--- config.mk ---
export PLATFORM = sky130hd
export DESIGN_NAME = lsf_accum
export DESIGN_NICKNAME = d
export VERILOG_FILES = /design/src/rtl/lsf_pkg.sv /design/src/rtl/lsf_accum.sv
export SDC_FILE = /design/constraint.sdc
export NUM_CORES = 2
export LEC_CHECK = 0
export BUFFER_PORTS_ARGS = -buffer_cell sky130_fd_sc_hd__buf_4
export CORE_MARGIN = 2
export CORE_UTILIZATION = 27
export CTS_BUF_LIST = sky130_fd_sc_hd__clkbuf_8
export DETAILED_ROUTE_END_ITERATION = 7
export SYNTH_ARGS = -nofsm -noshare
export SYNTH_HDL_FRONTEND = slang
export SYNTH_SLANG_ARGS = --single-unit
export TNS_END_PERCENT = 50
--- constraint.sdc ---
create_clock -name clk -period 14.1 [get_ports clk]
set_input_delay 0 -clock clk [delete_from_list [all_inputs] [get_ports clk]]
set_output_delay 0 -clock clk [all_outputs]
set_load 0.01 [all_outputs]
--- src/rtl/lsf_pkg.sv ---
package lsf_pkg;

  // Shared unit operation
  typedef enum logic {
    OP_MUL,
    OP_DIV
  } op_t;

  // Sequencer states
  typedef enum logic [2:0] {
    ST_IDLE,
    ST_LOAD,
    ST_RUN,
    ST_CHECK,
    ST_FINISH
  } state_t;

  // Fit steps, in the order the sequencer runs them
  typedef enum logic [2:0] {
    STEP_NSXX,
    STEP_SXSX,
    STEP_NSXY,
    STEP_SXSY,
    STEP_SYSXX,
    STEP_SXSXY,
    STEP_DIVW,
    STEP_DIVB
  } step_t;

  // Result status codes
  typedef enum logic [1:0] {
    FIT_OK    = 2'd0,
    FIT_DEGEN = 2'd1,
    FIT_SAT   = 2'd2
  } fit_status_t;

  // Control into the shared unit
  typedef struct packed {
    logic start;
    op_t  op;
  } mu_ctrl_t;

  // Status out of the shared unit
  typedef struct packed {
    logic busy;
    logic done;
    logic ovf;
  } mu_stat_t;

  localparam logic [31:0] Q_MAX = 32'h7FFF_FFFF;
  localparam logic [31:0] Q_MIN = 32'h8000_0000;

endpackage

--- src/rtl/lsf_accum.sv ---
module lsf_accum import lsf_pkg::*; #(
  parameter int MAX_POINTS = 1024,
  parameter int CW         = 11,
  parameter int SX_W       = 27,
  parameter int SXX_W      = 42
) (
  input  logic                    clk,
  input  logic                    rst,
  input  logic                    add,
  input  logic                    clear,
  input  logic signed [15:0]      x,
  input  logic signed [15:0]      y,
  output logic [CW-1:0]           count,
  output logic signed [SX_W-1:0]  sx,
  output logic signed [SX_W-1:0]  sy,
  output logic signed [SXX_W-1:0] sxx,
  output logic signed [SXX_W-1:0] sxy
);

  logic signed [31:0]      xx;
  logic signed [31:0]      xy;
  logic signed [SXX_W-1:0] xx_ext;
  logic signed [SXX_W-1:0] xy_ext;
  logic                    room;

  // Form the sample products and widen them to the sum width
  always_comb begin
    xx     = x * x;
    xy     = x * y;
    xx_ext = {{(SXX_W-32){xx[31]}}, xx};
    xy_ext = {{(SXX_W-32){xy[31]}}, xy};
    room   = count < CW'(MAX_POINTS);
  end

  // Accumulate kept samples, drop once the set is full, clear after a fit
  always_ff @(posedge clk) begin
    if (rst || clear) begin
      count <= '0;
      sx    <= '0;
      sy    <= '0;
      sxx   <= '0;
      sxy   <= '0;
    end else if (add && room) begin
      count <= count + CW'(1);
      sx    <= sx + {{CW{x[15]}}, x};
      sy    <= sy + {{CW{y[15]}}, y};
      sxx   <= sxx + xx_ext;
      sxy   <= sxy + xy_ext;
    end
  end

endmodule

==> results by group <==
Status
  – Status: finished, final reports clean

Finish
  – FF+latch area: 2980 µm²
  – Fillers: 12,364
  – Final net count: 4,666
  – Share of layout cells above drive strength 1: 7.19%
  – Commonest non-fill, non-tap cell in the layout: inv_1
  – Multi-input gate area: 25,200 µm²
  – Layout area overhead: 10.6%
  – Most frequent cells in the layout: inv_1, fa_1, nand2_1

Timing
  – Fin crit period: 7.09 ns
  – Period utilisation layout: 50.3%
  – RSZ-0062 raised after global routing: false
  – Fmax: 0.141 GHz
  – Final hold violation count: 0
  – Final TNS setup: 0 ns
  – Fin. max-slew vios: 0
  – Worst slew pin tran: 1.22 ns
  – Clock Skews: 0.0244 ns
  – Finish-stage setup viols: 0
  – Max transition margin: 18.1%

Floorplanning
  – Die area: 121,000 µm²
  – Row cnt: 125
  – Starting Density: 27.3%
  – I/O Pins: 185
  – Die Wd: 347 µm
  – Core ar.: 117,000 µm²
  – Die height: 347 µm

Place
  – Placer Congestion: 0.868
  – HPWL after DPL: 69,500 µm
  – Port-buffer cells: 184

Clocking
  – Htree depth: 4
  – CTS tree: yes
  – Post-cts gate resize count: 0
  – Clock Latency Late Sink: 0.62 ns
  – CTS sink cnt: 149
  – Clock root buffer: clkbuf_8
  – Bufs on Longest Clock Path: 2
  – Worst-path clk slew: 0.11 ns
  – # hold bufs at CTS: 6
  – Post-CTS Setup Inserts: 0
  – CTS buffer count: 17

GRT
  – Vias in the first global route: 25,161
  – Global-route usage over all layers: 15.0%
  – Largest net degree at the start of global routing: 67
  – Initial antenna violation count: 6
  – Global-route wire length before repair: 141,000 µm
  – Global route overflow: 0

Min path
  – Worst hold path class: primary input to flip-flop

Route
  – Routed via count: 24,073
  – Final ANT Viol Nets: 0
  – DR WL/cell: 16.5 µm
  – DR pass1 iterations: 6
  – Number of vias per cell: 4.62
  – Iteration-0 DRC count of the detailed router: 1,472
  – DRC Markers: 0
  – Overall routed net length: 86,300 µm

Synthesis
  – Sequential area share after synthesis: 9.38%
  – Compound-cell area share of the yosys netlist: 10.1%
  – Mux contribution to synthesized area: 0.0944%
  – Number of flops mapped to enable cells by yosys: 0
  – Async SR Flop Fraction: 0%
  – Syn avg cell area: 8.90 µm²
  – Most used DFF post-synth: dfxtp_1
  – Simple-Gate Fraction of Synth Area: 12.6%
  – Synth Area in Adders: 52.8%
  – Post-Syn Area: 31,800 µm²
  – Syn nets: 4,567
  – Synth cell types: 75
  – Ys Warns: 0
  – XOR/XNOR Fraction of Synth Area: 3.72%
  – #FFs+latches synth: 149
  – Synthesized instance count: 3,575
  – Largest family of logic cells by synthesized area: adder cells

Critical path
  – Crit path capture type: flip-flop
  – Required @ worst endpoint: 14.59 ns
  – CP Class: primary input to flip-flop
  – Highest fanout seen on the critical path: 48
  – CP Data Arrival Time: 7.58 ns
  – CP Launch Type: primary input

Flow run
  – MaxCap Viol Count: 0
[cell families after synthesis]
group	count (synthesis)
AO/OA/AOI/OAI	511
XOR/XNOR	135
adder cells (fa/ha/maj)	956
buffers and inverters	944
flip-flops	149
multiplexers	3
AND/OR/NAND/NOR	877
[per-stage QoR]
stage          util, %  cells  hold WS, ns  setup WS (ns)  area, µm²
2_1_floorplan        -   3575        0.190           7.64      31800
3_3_place_gp      29.8   5173        0.444           6.60      34700
3_5_place_dp      29.8   5173        0.447           6.47      34700
4_1_cts           30.2   5211      0.00396           7.18      35200
5_1_grt           30.2   5214       0.0935           6.63      35200
6_report          30.2   5216       0.0902           7.01      35200
[critical path: stages]
cell	delay [ns]
buf_4	0.48
inv_1	0.45
nor2_1	0.45
fa_1	0.57
inv_1	0.17
fa_1	0.61
fa_1	0.57
inv_1	0.06
fa_1	0.49
fa_1	0.49
inv_1	0.05
fa_1	0.47
inv_1	0.04
ha_1	0.34
and3_2	0.23
and3_2	0.26
nand4_1	0.09
o21ai_0	0.68
nand4_1	0.27
a31oi_1	0.38
a221oi_1	0.16
mux2i_1	0.16
nor2_1	0.05
[final cells by class]
cell class / count / share of cell area [%]
diodes: 5 / 0.0356
clock inverters: 12 / 0.381
well taps: 1524 / 5.42
multi-input cells: 2482 / 71.8
clock buffers: 20 / 0.782
flip-flops and latches: 149 / 8.48
repair buffers: 204 / 4.40
inverters: 820 / 8.75
[state kept, by name (all words and copies together), names as in the netlist]
signal	count
count	11
sxy	42
sy	27
sxx	42
sx	27
[cell usage after synthesis (4+ instances only)]
library cell | n | share of area (%)
a21o_1 | 60 | 1.4
nor3_1 | 19 | 0.30
o21ai_0 | 98 | 1.5
or3_1 | 8 | 0.16
o31ai_1 | 14 | 0.33
a211o_1 | 5 | 0.14
xor2_1 | 55 | 1.5
nand2b_1 | 21 | 0.41
o21bai_1 | 16 | 0.38
o211ai_1 | 8 | 0.19
a21oi_1 | 188 | 3.0
a22o_1 | 6 | 0.17
a211oi_1 | 22 | 0.52
fa_1 | 645 | 41
nand3_1 | 32 | 0.50
xnor2_1 | 80 | 2.2
a21boi_0 | 5 | 0.12
or4_1 | 4 | 0.094
a221o_1 | 4 | 0.13
nor2_1 | 131 | 1.5
ha_1 | 311 | 12
o221ai_1 | 4 | 0.11
o21a_1 | 17 | 0.40
a31o_2 | 7 | 0.19
a41oi_1 | 4 | 0.11
buf_1 | 4 | 0.047
nor2b_1 | 12 | 0.24
dfxtp_1 | 149 | 9.4
and3_1 | 15 | 0.30
nand4_1 | 16 | 0.31
or2_2 | 9 | 0.18
nand2_1 | 452 | 5.3
inv_1 | 820 | 9.7
clkbuf_1 | 111 | 1.3
o2111ai_1 | 6 | 0.17
and2_1 | 141 | 2.8
and3_2 | 4 | 0.094
a31oi_1 | 16 | 0.31
[final timing paths]
path | from | endpoint | slack [ns] | cells past startpoint
worst min-delay path | y[2] | sy[2] | 0.09 | 4
worst max-delay path | x[15] | sxx[41] | 7.01 | 23
worst min register to register | sxx[2] | sxx[2] | 0.48 | 2
worst max register to register | sxx[15] | sxx[40] | 8.05 | 19
[layer usage]
metal | wire, µm | GRT usage, %
met5 | 32 | 0
met4 | 816 | 2.55
met3 | 7040 | 3.71
met2 | 38800 | 23.6
met1 | 39600 | 21.0
Power is left out: the tool's default activity adds up to more than one toggle a clock period on the data nets, which glitch-free logic cannot reach.
