$ cat src/rtl/lsf_pkg.sv
package lsf_pkg;

  // Shared unit operation
  typedef enum logic {
    OP_MUL,
    OP_DIV
  } op_t;

  // Sequencer states
  typedef enum logic [2:0] {
    ST_IDLE,
    ST_LOAD,
    ST_RUN,
    ST_CHECK,
    ST_FINISH
  } state_t;

  // Fit steps, in the order the sequencer runs them
  typedef enum logic [2:0] {
    STEP_NSXX,
    STEP_SXSX,
    STEP_NSXY,
    STEP_SXSY,
    STEP_SYSXX,
    STEP_SXSXY,
    STEP_DIVW,
    STEP_DIVB
  } step_t;

  // Result status codes
  typedef enum logic [1:0] {
    FIT_OK    = 2'd0,
    FIT_DEGEN = 2'd1,
    FIT_SAT   = 2'd2
  } fit_status_t;

  // Control into the shared unit
  typedef struct packed {
    logic start;
    op_t  op;
  } mu_ctrl_t;

  // Status out of the shared unit
  typedef struct packed {
    logic busy;
    logic done;
    logic ovf;
  } mu_stat_t;

  localparam logic [31:0] Q_MAX = 32'h7FFF_FFFF;
  localparam logic [31:0] Q_MIN = 32'h8000_0000;

endpackage

$ cat src/rtl/lsf_muldiv.sv
module lsf_muldiv import lsf_pkg::*; #(
  parameter int W         = 86,
  parameter int MUL_STEPS = 42
) (
  input  logic          clk,
  input  logic          rst,
  input  mu_ctrl_t      ctrl,
  input  logic [W-1:0]  opa,
  input  logic [W-1:0]  opm,
  output mu_stat_t      stat,
  output logic [W-1:0]  result,
  output logic [31:0]   quo
);

  localparam int CNT_W = $clog2(W + 1);

  logic             busy;
  logic             done;
  logic [CNT_W-1:0] cnt;
  op_t              op_r;
  logic [W-1:0]     acc;
  logic [W-1:0]     opa_r;
  logic [W-1:0]     opm_r;
  logic             ovf;
  logic [W-1:0]     shifted;
  logic [W-1:0]     base;
  logic [W-1:0]     addend;
  logic [W:0]       sum;
  logic             ge;

  // One adder serves both shift-add multiply and restoring divide
  always_comb begin
    shifted = {acc[W-2:0], opm_r[W-1]};
    if (op_r == OP_DIV) begin
      base   = shifted;
      addend = ~opa_r;
    end else begin
      base   = acc;
      addend = opm_r[0] ? opa_r : '0;
    end
    sum = {1'b0, base} + {1'b0, addend} + (W+1)'(op_r == OP_DIV);
    ge  = sum[W];
  end

  // Sequence the step count
  always_ff @(posedge clk) begin
    if (rst) begin
      busy <= 1'b0;
      done <= 1'b0;
      cnt  <= '0;
    end else begin
      done <= 1'b0;
      if (ctrl.start) begin
        busy <= 1'b1;
        cnt  <= (ctrl.op == OP_DIV) ? CNT_W'(W) : CNT_W'(MUL_STEPS);
      end else if (busy) begin
        cnt <= cnt - CNT_W'(1);
        if (cnt == CNT_W'(1)) begin
          busy <= 1'b0;
          done <= 1'b1;
        end
      end
    end
  end

  // Advance the datapath one bit per cycle while busy
  always_ff @(posedge clk) begin
    if (ctrl.start) begin
      op_r  <= ctrl.op;
      acc   <= '0;
      opa_r <= opa;
      opm_r <= opm;
      quo   <= '0;
      ovf   <= 1'b0;
    end else if (busy) begin
      if (op_r == OP_DIV) begin
        acc   <= ge ? sum[W-1:0] : shifted;
        opm_r <= {opm_r[W-2:0], 1'b0};
        quo   <= {quo[30:0], ge};
        ovf   <= ovf | quo[31];
      end else begin
        acc   <= sum[W-1:0];
        opa_r <= {opa_r[W-2:0], 1'b0};
        opm_r <= {1'b0, opm_r[W-1:1]};
      end
    end
  end

  assign result    = acc;
  assign stat.busy = busy;
  assign stat.done = done;
  assign stat.ovf  = ovf;

endmodule

$ cat config.mk
export PLATFORM = sky130hd
export DESIGN_NAME = lsf_muldiv
export DESIGN_NICKNAME = d
export VERILOG_FILES = /design/src/rtl/lsf_pkg.sv /design/src/rtl/lsf_muldiv.sv
export SDC_FILE = /design/constraint.sdc
export NUM_CORES = 1
export LEC_CHECK = 0
export BUFFER_PORTS_ARGS = -buffer_cell sky130_fd_sc_hd__clkbuf_2
export CAP_MARGIN = 20
export CORE_UTILIZATION = 34
export DETAILED_ROUTE_END_ITERATION = 7
export SYNTH_ARGS = -nofsm -noshare
export SYNTH_HDL_FRONTEND = slang
export SYNTH_SLANG_ARGS = --single-unit
$ cat constraint.sdc
create_clock -name clk -period 11.2 [get_ports clk]
set_input_delay 0 -clock clk [delete_from_list [all_inputs] [get_ports clk]]
set_output_delay 0 -clock clk [all_outputs]
set_load 0.02 [all_outputs]
==> reports/qor.yml <==
gr-usage-all-layers_pct: 20.7
layout-drive-gt1-share_pct: 21.1
yosysWarningCount: 0
ys.flop_type: "edfxtp_1"
avgSynthCellArea_um2: 8.93
ys_ff_latch: 301
hold_viol_final: 0
rows: 89
grt_setup_unrepaired: "no"
path_cells: "buf_12 > nor2b_4 > buf_4 > mux2i_1 > fa_1 > fa_1 > nand2b_1 > a21oi_2 > o22ai_1 > a211oi_2 > o21ai_1 > a21oi_1 > nor3_1 > nor2_4 > buf_4 > nand2_1 > o21ai_0"
grt_pass1_wl_um: 101000
cts_made_buffers: 37
crit_family: "simple AND/OR/NAND/NOR gates"
place_congestion: 0.909
core-area_um2: 59400
synthCells: 2301
grt_pass1_vias: 18100
clock_latency_ns: 0.58
holdPathStages: 2
synthToLayoutAreaGrowth_pct: 22.8
ios: 297
yosys-top-cells-count: "434 x nand2_1, 246 x o21ai_0, 173 x edfxtp_1"
dp_slack_ns: 4.87
fin_crit_sh_pct: 56.7
reg2reg_slack_ns: 4.85
setup_viol: 0
dieArea_um2: 61400
clk_pin_slew_ns: 0.06
root_buffer: "clkbuf_16"
synth_edf_count: 173
hold_path.class: "in2reg"
path_class: "reg2reg"
post_cts_buffers: 0
nets: 2924
endpoint_kind: "register"
crit_path_max_fanout: 122
firstDrtPassIters: 5
whs_ns: 0.236
dr_total_vias: 18700
routed_wl_um: 65300
dp_hpwl_um: 46300
yosysMostFrequentCell: "nand2_1"
die_h_um: 248
multi_input_area_um2: 11700
fin_setup_tns_ns: 0
fmax_ghz: 0.157
clock_path_buffers: 3
ant_nets: 0
layout_setup_ws_ns: 4.85
min_from: "ctrl[0]"
worstPathRequired_ns: 11.67
maxSlewViolCount: 0
port_buffers: 296
critPathBufInv: 3
finalPower_mw: 3.53
slowest_stage: "nor2_4"
vdd_drop_max_mv: 0.0817
reg2reg_from: "op_r"
viasPerCell: 5.40
yosysTopAreaCell: "edfxtp_1"
synth-seq-area-share_pct: 37.7
period_needed_ns: 6.35
crit_path_start_kind: "register"
max_stage_delay_ns: 0.81
netlist_area_um2: 20600
avgRoutedWirePerCell_um: 18.9
relSlewSlack_pct: 27.3
syn-num-nets: 2566
worst_pin_slew_ns: 1.09
finalNonFillerCells: 3463
route.detailed.drc: 0
netlist_top_cells_area: "edfxtp_1 25%, dfxtp_1 12%, mux2_2 9.3%, nand2_1 7.9%, o21ai_0 6.0%"
cts_tree: "yes"
powerDensity_nw_per_um2: 140
fill_cells: 5800
synth_top_cell_area_share_pct: 25.3
clock_sinks: 301
async_reset_ff_share_pct: 0
dr.first_iter.drc_count: 1104
antenna_found_initial: 2
fin_skew_ns: 0.0239
worstPathArrival_ns: 6.82
worst_hold_path.endpoint: "op_r"
r2r_end: "result[75]"
status: "completed"
leakage_nw: 10.2
ff2ff_path_depth: 17
grt-ovfl-total: 0
htreeDepth: 2
grt_max_degree: 139
start_util_pct: 34.6
cts_resized: 0
regArea_um2: 7760
placed_cells: 3216
yosysUniqueCellTypes: 87
dieWidth_um: 248
cap_violations: 0
[final cells by class]
class,instances,share of cell area (%)
clock buffer,49,3.89
multi-input combinational,1798,46.5
inverter,33,0.496
timing repair buffer,488,13.6
tap,773,3.83
sequential,301,30.7
antenna,2,0.0198
clock inverter,19,0.971
[what timing repair did]
| action | 4_1_cts | 5_1_grt |
|---|---|---|
| endpoints found under the setup margin | 0 | 0 |
| hold buffers | 175 | 0 |
| endpoints found under the hold margin | 198 | 0 |
[cell families (layout without fill, tap and decap cells)]
group,count (synthesis),after routing,share of synthesized area [%]
xor gates and xnor gates,82,82,3.49
adders and majority gates,89,89,5.49
AOI/OAI and AO/OA,652,652,19.5
buffers and inverters,202,589,5.28
and+or+nand+nor,713,713,14.7
muxes,262,262,13.8
other,0,2,0
DFF,301,301,37.7
[state kept, by name (all words and copies together) (netlist names)]
name,count
cnt,7
quo,32
op_r,1
busy,1
ovf,1
opm_r,86
opa_r,86
done,1
result,86
[power breakdown]
| part | internal (mW) | leakage [nW] | switching, mW |
|---|---|---|---|
| Combinational | 0.376 | 6.83 | 0.541 |
| Sequential | 1.29 | 2.79 | 0.0944 |
| Clock | 0.719 | 0.590 | 0.516 |
[metal layers]
metal / global-route usage (%) / part of all wire, %
met5: 0 / 0
met4: 5.68 / 2.3
met3: 3.17 / 5.6
met2: 35.0 / 48
met1: 27.1 / 44
[cell usage in the layout, fill, tap and decap left out, types with 55 or more instances in the layout]
| cell type | count |
|---|---|
| dlygate4sd3_1 | 175 |
| nand2_1 | 434 |
| edfxtp_1 | 173 |
| mux2i_1 | 93 |
| dfxtp_1 | 127 |
| mux2_2 | 169 |
| clkbuf_2 | 295 |
| xnor2_1 | 55 |
| ha_1 | 87 |
| nor2_1 | 131 |
| a21oi_1 | 155 |
| o21ai_0 | 246 |
[through the flow]
step,cell area [um2],util (%)
CTS,25200,42.4
floorplan,20600,-
global placement,22200,37.4
detailed placement,22200,37.4
finish,25200,42.5
global route,25200,42.5
[how the worst max path moves through the flow]
stage | from | end | slack (ns) | depth (start not counted)
4_1_cts | op_r | result[75] | 4.79 | 17
3_3_place_gp | op_r | result[74] | 5.01 | 17
5_1_grt | op_r | result[75] | 4.32 | 17
2_1_floorplan | op_r | result[85] | 6.81 | 17
6_report | op_r | result[75] | 4.85 | 17
3_5_place_dp | op_r | result[75] | 4.87 | 17
(Power assumes the default switching activity.)
